$ cat src/rtl/bdq_pkg.sv
// Shared types and constants of the bounded deque with reverse.
package bdq_pkg;

    localparam int DATA_W  = 32;
    localparam int COUNT_W = 5;
    localparam int MODE_W  = 2;

    typedef enum logic [MODE_W-1:0] {
        MODE_INS_HEAD = 2'd0,
        MODE_INS_TAIL = 2'd1,
        MODE_REM_HEAD = 2'd2,
        MODE_REVERSE  = 2'd3
    } t_mode;

    typedef struct packed {
        logic ins_head;
        logic ins_tail;
        logic rem_head;
        logic reverse;
        logic load_res;
        logic load_rd;
        logic ok;
    } t_cmd;

    typedef struct packed {
        logic full;
        logic empty;
    } t_status;

endpackage

$ cat src/rtl/bdq_ram.sv
// Generic single-write, single-read RAM with registered read data.
module bdq_ram #(
    parameter int WIDTH = 32,
    parameter int DEPTH = 16
) (
    input  logic                     i_clk,
    input  logic                     i_we,
    input  logic [$clog2(DEPTH)-1:0] i_waddr,
    input  logic [WIDTH-1:0]         i_wdata,
    input  logic                     i_re,
    input  logic [$clog2(DEPTH)-1:0] i_raddr,
    output logic [WIDTH-1:0]         o_rdata
);

    logic [WIDTH-1:0] r_mem [DEPTH];
    logic [WIDTH-1:0] r_rdata;

    always_ff @(posedge i_clk) begin
        if (i_we) begin
            r_mem[i_waddr] <= i_wdata;
        end
        if (i_re) begin
            r_rdata <= r_mem[i_raddr];
        end
    end

    assign o_rdata = r_rdata;

endmodule

$ cat src/rtl/bdq_ctrl.sv
// Operation sequencer: decodes each transfer and steps the datapath.
module bdq_ctrl (
    input  logic                               i_clk,
    input  logic                               i_rst_n,
    input  logic                               start,
    input  logic [bdq_pkg::MODE_W-1:0]         i_mode,
    input  bdq_pkg::t_status                   i_status,
    output bdq_pkg::t_cmd                      o_cmd,
    output logic                               busy
);

    typedef enum logic [1:0] {
        ST_IDLE = 2'b01,
        ST_READ = 2'b10
    } t_state;

    t_state        r_state;
    t_state        n_state;
    bdq_pkg::t_cmd cmd;
    logic          accept;

    assign accept = start && (r_state == ST_IDLE);

    always_comb begin
        n_state = r_state;
        cmd     = '0;
        case (r_state)
            ST_IDLE: begin
                if (accept) begin
                    case (bdq_pkg::t_mode'(i_mode))
                        bdq_pkg::MODE_INS_HEAD: begin
                            cmd.ins_head = !i_status.full;
                            cmd.ok       = !i_status.full;
                            cmd.load_res = 1'b1;
                        end
                        bdq_pkg::MODE_INS_TAIL: begin
                            cmd.ins_tail = !i_status.full;
                            cmd.ok       = !i_status.full;
                            cmd.load_res = 1'b1;
                        end
                        bdq_pkg::MODE_REM_HEAD: begin
                            if (i_status.empty) begin
                                cmd.load_res = 1'b1;
                            end else begin
                                cmd.rem_head = 1'b1;
                                n_state      = ST_READ;
                            end
                        end
                        bdq_pkg::MODE_REVERSE: begin
                            cmd.reverse  = 1'b1;
                            cmd.ok       = 1'b1;
                            cmd.load_res = 1'b1;
                        end
                        default: begin
                            cmd = '0;
                        end
                    endcase
                end
            end
            ST_READ: begin
                cmd.load_rd = 1'b1;
                cmd.ok      = 1'b1;
                n_state     = ST_IDLE;
            end
            default: begin
                n_state = ST_IDLE;
            end
        endcase
    end

    always_ff @(posedge i_clk) begin
        if (!i_rst_n) begin
            r_state <= ST_IDLE;
        end else begin
            r_state <= n_state;
        end
    end

    assign o_cmd = cmd;
    assign busy  = (r_state == ST_READ);

endmodule

$ cat src/rtl/bdq_dpath.sv
// Ring pointers, count, direction flag, element store and result registers.
module bdq_dpath #(
    parameter int CAPACITY = 16
) (
    input  logic                                  i_clk,
    input  logic                                  i_rst_n,
    input  bdq_pkg::t_cmd                         i_cmd,
    input  logic signed [bdq_pkg::DATA_W-1:0]     i_value_in,
    output bdq_pkg::t_status                      o_status,
    output logic                                  o_done,
    output logic                                  o_ok,
    output logic signed [bdq_pkg::DATA_W-1:0]     o_removed_value,
    output logic [bdq_pkg::COUNT_W-1:0]           o_count
);

    localparam int AW = $clog2(CAPACITY);
    localparam int CW = $clog2(CAPACITY + 1);
    localparam logic [AW:0]   CAP_X   = (AW + 1)'(CAPACITY);
    localparam logic [CW-1:0] CAP_CNT = CW'(CAPACITY);

    function automatic logic [AW-1:0] ring_add(input logic [AW-1:0] a,
                                               input logic [AW-1:0] b);
        logic [AW:0] s;
        s = {1'b0, a} + {1'b0, b};
        if (s >= CAP_X) begin
            s = s - CAP_X;
        end
        return s[AW-1:0];
    endfunction

    function automatic logic [AW-1:0] ring_sub(input logic [AW-1:0] a,
                                               input logic [AW-1:0] b);
        logic [AW:0] s;
        s = {1'b0, a} + (CAP_X - {1'b0, b});
        if (s >= CAP_X) begin
            s = s - CAP_X;
        end
        return s[AW-1:0];
    endfunction

    logic [AW-1:0]                       r_head;
    logic [AW-1:0]                       n_head;
    logic [CW-1:0]                       r_occ;
    logic [CW-1:0]                       n_occ;
    logic                                r_rev;
    logic                                n_rev;
    logic                                r_valid;
    logic                                r_ok;
    logic signed [bdq_pkg::DATA_W-1:0]   r_removed;
    logic [CW-1:0]                       r_count;

    logic [AW-1:0]                       occ_lo;
    logic [AW-1:0]                       occ_m1;
    logic [AW-1:0]                       before_head;
    logic [AW-1:0]                       after_tail;
    logic                                wr_en;
    logic [AW-1:0]                       wr_addr;
    logic [bdq_pkg::DATA_W-1:0]          rd_data;

    assign occ_lo      = r_occ[AW-1:0];
    assign occ_m1      = AW'(r_occ - CW'(1));
    assign before_head = r_rev ? ring_add(r_head, AW'(1)) : ring_sub(r_head, AW'(1));
    assign after_tail  = r_rev ? ring_sub(r_head, occ_lo) : ring_add(r_head, occ_lo);

    always_comb begin
        n_head  = r_head;
        n_occ   = r_occ;
        n_rev   = r_rev;
        wr_en   = 1'b0;
        wr_addr = after_tail;
        if (i_cmd.ins_head) begin
            wr_en   = 1'b1;
            wr_addr = before_head;
            n_head  = before_head;
            n_occ   = r_occ + CW'(1);
        end
        if (i_cmd.ins_tail) begin
            wr_en = 1'b1;
            n_occ = r_occ + CW'(1);
        end
        if (i_cmd.rem_head) begin
            n_head = r_rev ? ring_sub(r_head, AW'(1)) : ring_add(r_head, AW'(1));
            n_occ  = r_occ - CW'(1);
        end
        if (i_cmd.reverse) begin
            if (r_occ != '0) begin
                n_head = r_rev ? ring_sub(r_head, occ_m1) : ring_add(r_head, occ_m1);
            end
            n_rev = ~r_rev;
        end
    end

    bdq_ram #(
        .WIDTH (bdq_pkg::DATA_W),
        .DEPTH (CAPACITY)
    ) u_store (
        .i_clk   (i_clk),
        .i_we    (wr_en),
        .i_waddr (wr_addr),
        .i_wdata (i_value_in),
        .i_re    (i_cmd.rem_head),
        .i_raddr (r_head),
        .o_rdata (rd_data)
    );

    always_ff @(posedge i_clk) begin
        if (!i_rst_n) begin
            r_head  <= '0;
            r_occ   <= '0;
            r_rev   <= 1'b0;
            r_valid <= 1'b0;
        end else begin
            r_head  <= n_head;
            r_occ   <= n_occ;
            r_rev   <= n_rev;
            r_valid <= i_cmd.load_res || i_cmd.load_rd;
        end
    end

    always_ff @(posedge i_clk) begin
        if (i_cmd.load_res) begin
            r_ok      <= i_cmd.ok;
            r_removed <= '0;
            r_count   <= n_occ;
        end else if (i_cmd.load_rd) begin
            r_ok      <= i_cmd.ok;
            r_removed <= rd_data;
            r_count   <= n_occ;
        end
    end

    assign o_status.full   = (r_occ == CAP_CNT);
    assign o_status.empty  = (r_occ == '0);
    assign o_done          = r_valid;
    assign o_ok            = r_ok;
    assign o_removed_value = r_removed;
    assign o_count         = bdq_pkg::COUNT_W'(r_count);

endmodule

$ cat src/rtl/bounded_deque_with_reverse.sv
// Bounded double-ended queue of signed 32-bit values over a ring store, with reverse.
// Insert at head, insert at tail and reverse: result strobe in the cycle after the transfer,
//   busy stays low, one operation per cycle.
// Remove from head: if empty, it fails with its result strobe in the next cycle; else busy
//   is high in ST_READ for the registered store read, and no transfer is taken then.
// Reset clears head slot, count and direction; store contents are left as they are.
module bounded_deque_with_reverse #(
    parameter int CAPACITY = 16
) (
    input  logic                                  i_clk,
    input  logic                                  i_rst_n,
    input  logic                                  start,
    input  logic [bdq_pkg::MODE_W-1:0]            i_mode,
    input  logic signed [bdq_pkg::DATA_W-1:0]     i_value_in,
    output logic                                  busy,
    output logic                                  o_done,
    output logic                                  o_ok,
    output logic signed [bdq_pkg::DATA_W-1:0]     o_removed_value,
    output logic [bdq_pkg::COUNT_W-1:0]           o_count
);

    bdq_pkg::t_cmd    cmd;
    bdq_pkg::t_status status;
    logic             xfer;

    assign xfer = start && !busy;

    bdq_ctrl u_ctrl (
        .i_clk    (i_clk),
        .i_rst_n  (i_rst_n),
        .start    (start),
        .i_mode   (i_mode),
        .i_status (status),
        .o_cmd    (cmd),
        .busy     (busy)
    );

    bdq_dpath #(
        .CAPACITY (CAPACITY)
    ) u_dpath (
        .i_clk           (i_clk),
        .i_rst_n         (i_rst_n),
        .i_cmd           (cmd),
        .i_value_in      (i_value_in),
        .o_status        (status),
        .o_done          (o_done),
        .o_ok            (o_ok),
        .o_removed_value (o_removed_value),
        .o_count         (o_count)
    );

    a_fast_result: assert property (@(posedge i_clk) disable iff (!i_rst_n)
        xfer && (i_mode != bdq_pkg::MODE_REM_HEAD) |=> o_done)
        else $error("result missing after single-cycle operation");

    a_reverse_ok: assert property (@(posedge i_clk) disable iff (!i_rst_n)
        xfer && (i_mode == bdq_pkg::MODE_REVERSE) |=> o_done && o_ok)
        else $error("reverse did not report success");

    a_fail_zero: assert property (@(posedge i_clk) disable iff (!i_rst_n)
        o_done && !o_ok |-> o_removed_value == '0)
        else $error("failed operation returned a nonzero value");

    a_read_one_cycle: assert property (@(posedge i_clk) disable iff (!i_rst_n)
        busy |=> !busy && o_done && o_ok)
        else $error("store read did not complete in one cycle");

endmodule
$ cat config.mk
export PLATFORM = sky130hd
export DESIGN_NAME = bounded_deque_with_reverse
export DESIGN_NICKNAME = d
export VERILOG_FILES = /design/src/rtl/bdq_pkg.sv /design/src/rtl/bdq_ram.sv /design/src/rtl/bdq_ctrl.sv /design/src/rtl/bdq_dpath.sv /design/src/rtl/bounded_deque_with_reverse.sv
export SDC_FILE = /design/constraint.sdc
export NUM_CORES = 1
export LEC_CHECK = 0
export BUFFER_PORTS_ARGS = -buffer_cell sky130_fd_sc_hd__buf_2
export CAP_MARGIN = 20
export CORE_AREA = 2 2 360 291
export CTS_CLUSTER_SIZE = 20
export DETAILED_ROUTE_END_ITERATION = 10
export DIE_AREA = 0 0 362 293
export GPL_TIMING_DRIVEN = 1
export PLACE_DENSITY = 0.47
export SETUP_SLACK_MARGIN = 0.2
export SYNTH_ARGS = -nofsm -noshare
export SYNTH_HDL_FRONTEND = slang
export SYNTH_SLANG_ARGS = --single-unit
export TNS_END_PERCENT = 1
$ cat constraint.sdc
create_clock -name i_clk -period 13.6 [get_ports i_clk]
set_input_delay 1.36 -clock i_clk [delete_from_list [all_inputs] [get_ports i_clk]]
set_output_delay 1.36 -clock i_clk [all_outputs]
set_load 0.01 [all_outputs]
==> run summary <==
The number of setup violations in the final report is 0. TritonCTS built the clock tree. In this run the deepest clock path goes through 3 buffers. The final setup TNS is 0 ps. Cell taking the most area after synthesis: edfxtp_1. Power spread over the standard cell area amounts to 169.1 nW/um^2.

For this design, the CTS-stage hold fixing added 0 buffers. When the netlist entered floorplanning its net count stood at 1355. By instance count, the cell type seen most on the critical path is buf_4.

For this run, the total global-route usage over all layers was measured as 11.13%. The site row count came out at 105. The proportion of total power due to net switching works out to 28.28%. The clock sink total was 595; the final core area utilization was 26.92%.

The tool flagged a number of max-cap violations equal to 0. Based on the critical path, the design can be clocked at up to 243.1 MHz. The net total in the final layout is 1456, and the sequential fraction of the synthesis area is 74.36%.

The die covers 106100 sq um. Once the floorplan was initialized, standard cells occupied 22.94% of the core. The final routed wire length divided by cell count came out at 21.30 um. In the synthesized netlist, the cells that appear most often are 550 x edfxtp_1, 133 x mux2i_1, 69 x o21ai_0. The number of clock buffers added by TritonCTS is 61. The logs give 2 for the initial antenna violation count and 1.314 mW for the net switching power. The run gives 77 as the boundary pin count. Layer carrying the most global-route usage: met2. STA classifies the critical path startpoint as a register. The run gives 17.45% as the fraction of met2 tracks used by global routing.

The startpoint-to-endpoint class of the critical path is reg2reg. Leading cell type by number of instances after synthesis: edfxtp_1. Ranked by total cell area, the synthesized netlist is headed by edfxtp_1 71%, mux4_2 6.3%, mux2i_1 5.7%.

The slowest library cell on the worst path is buf_4. The critical path goes through buf_4, ha_1, fa_1, nand2b_1, nand3_1, o211a_1, o21ai_0, a21oi_4, buf_4. Measured against its own limit, the worst slew margin works out to 31.20%. After detailed routing, the total wire length is 59290 um. In the synthesized netlist the dominant register cell turns out to be edfxtp_1. The number of flip-flops and latches in the synthesized netlist is 595, and the largest vdd supply drop is 108.1 uV. The total overflow left after global routing is 0. In this run the worst path has a maximum fanout of 51. The tree is rooted in a clkbuf_16. The minimum period implied by the final worst setup slack came out at 4114 ps. The number of antenna diodes in the final layout is 0. The type of destination of the critical path was a register. The number of pins exceeding their max-slew limit in the final report is 0, and the post-cts sizing count is 0. The worst hold path belongs to the class reg2reg. The analysis attributes to cell leakage a power of 8.582 nW.

Yosys printed 0 warnings. The internal portion of the total power is 3.332 mW. The gate count after technology mapping was 1297. The first-pass GRT wire length was 87390 um. STA puts the critical path data required time at 13880 ps. The logs give 4390 ps for the worst path arrival time and 9366 ps for the setup slack after placement.

The number of distinct library cell variants in the gate-level netlist after synthesis came out at 61. The met3 track demand over resource in global routing was 2.019%; the maximum number of pins on one net before global-route repair was 56. The synthesized cell area was 23420 sq um; the number of design rule violations left after detail routing was 0. The filler cells instantiated in the layout total 10.15k. The worst clock skew was 17.33 ps; the average cell area after synthesis was 18.06 sq um.

Share of synthesized flip-flops with an asynchronous set or reset: 0%. The transition time at the pin with the least slew margin is 1021 ps, and the number of search-and-repair iterations in the first detailed-routing pass is 5. The fraction of final layout cells with drive strength greater than 1 was 22.81%. Overall via count from detail_route: 12.03k.

Measured along the x axis, the die boundary spans 362 um. The share of the cycle needed by the critical path after routing came out at 30.25%. The tools report the flop-to-flop setup slack as 9490 ps. The H-tree generated during clock tree synthesis spans 2 levels.

The detail-routed via count per cell was 4.321; the insertion delay to the later sink of the worst-skew pair was 640 ps. The logs give 0 for the number of post-CTS setup repair buffers and 35.4% for the part of the total power dissipated in the clock network. The HPWL after detailed placement is 33570 um. The part of the total power dissipated in combinational logic is 18.4%. The tools report the remaining number of nets flagged by the antenna check after routing as 0. Global routing used 15.48% of the available met1 tracks.

The last weighted congestion value of the routability-driven placer was 0.7502. The die is 293 um tall. The number of failing hold endpoints at the final stage is 0, and the area share of the largest cell type after synthesis is 70.52%. Clock-pin slew was measured on the worst setup and hold paths at 70 ps.

From synthesis to final layout, the design area changed by 17.32%. The number of synthesized flops with an enable pin works out to 550. The number of global-route vias before repair is 12.65k, and the DRC violation total after the first TritonRoute iteration is 982. The floorplan core area is 102100 sq um, and the fraction of power consumed by sequential logic is 46.3%. The least setup slack across all paths after layout was 9486 ps. Setup repair after global routing left no endpoint under its margin. The count of buffers inserted at the top-level ports was 76. The flow ran to the end, and the final reports show no timing, DRC or antenna violations.

The largest single stage delay on the critical path is 690 ps.
-- placed cells by master (no fill, tap or decap), types with 4 or more instances in the layout --
cell type,instances
a21oi_4,8
nand3_1,9
a21oi_1,37
nor3_2,8
nand2_1,40
bufinv_16,6
nor2_1,42
a221oi_1,32
clkbuf_1,6
buf_2,76
dfxtp_1,42
nand2b_1,6
mux4_2,65
mux2_2,32
a22oi_1,31
o21ai_0,69
clkinv_1,18
xnor2_1,10
ha_1,17
edfxtp_1,550
clkinv_2,15
mux2i_1,133
xor2_1,4
and2_1,9
inv_1,16
buf_4,30
nor3_1,5
clkbuf_16,61
-- power by group through the flow --
| stage | logic (mW) | clock network [mW] | registers [mW] |
|---|---|---|---|
| final | 0.853 | 1.64 | 2.15 |
| after global routing | 0.939 | 1.77 | 2.16 |
| after CTS | 0.873 | 1.70 | 2.15 |
| after detailed placement | 0.868 | 0 | 2.19 |
| after global placement | 0.867 | 0 | 2.19 |
| after floorplan | 0.561 | 0 | 2.16 |
-- through the flow --
step	hold slack (ps)	power, mW	instance area [sq um]	instances
4_1_cts	487.3	4.720	27480	2784
3_3_place_gp	462.0	3.054	25540	2672
3_5_place_dp	476.8	3.057	25540	2672
5_1_grt	515.3	4.863	27480	2784
6_report	485.4	4.646	27480	2784
2_1_floorplan	450.3	2.723	23420	1297
-- path summary, 6_finish.rpt --
kind              depth (start not counted)                                      to                            from
hold reg to reg                           2          u_ctrl.r_state[1]$_SDFFE_PN0N_  u_ctrl.r_state[1]$_SDFFE_PN0N_
hold / removal                            2          u_ctrl.r_state[1]$_SDFFE_PN0N_  u_ctrl.r_state[1]$_SDFFE_PN0N_
setup / recovery                          9  u_dpath.u_store.r_mem[12][5]$_DFFE_PP_    u_dpath.r_head[0]$_SDFF_PN0_
setup reg to reg                          9  u_dpath.u_store.r_mem[12][5]$_DFFE_PP_    u_dpath.r_head[0]$_SDFF_PN0_
-- area by class of cell --
class,count,area (sq um),share of cell area (%)
Clock buffer,67,1549,5.637
Clock inverter,45,392.9,1.430
Multi-Input combinational cell,616,5766,20.98
Sequential cell,595,17430,63.41
Tap cell,1337,1673,6.088
Inverter,18,67.56,0.2459
Timing Repair Buffer,106,605.6,2.204
-- sequential cells by signal, summed over array words and instances (netlist names), 2 cells and up --
signal and cells:
u_dpath.u_store.o_rdata 32, u_dpath.u_store.r_mem 512, u_dpath.r_head 4, u_dpath.o_count 5
u_ctrl.r_state 2, u_dpath.o_removed_value 32, u_dpath.r_occ 5
-- cells by family (layout without fill, tap and decap cells) --
logic type	count (synthesis)	after routing	synth area share, %
AND/OR/NAND/NOR	140	140	2.874
AO/OA/AOI/OAI	210	210	5.796
adder cells (fa/ha/maj)	21	21	1.218
buffers and inverters	86	236	1.683
flip-flops	595	595	74.36
XOR/XNOR	15	15	0.5930
multiplexers	230	230	13.47
-- routing by layer --
layer	wire (um)	share of wire (%)	vias up
li1	-	-	5404
met1	28160	48	6294
met2	26950	45	242
met3	2541	4.3	88
met4	1616	2.7	2
met5	11	0.019	-
-- critical path: cells and delay by family, from the launching register on --
family	cells	cell delay, ps
buffers and inverters	2	1210
AND/OR/NAND/NOR	2	270
adder cells (fa/ha/maj)	2	740
flip-flops	1	340
AO/OA/AOI/OAI	3	1160
Note: power is estimated with default switching activity, not from simulation.
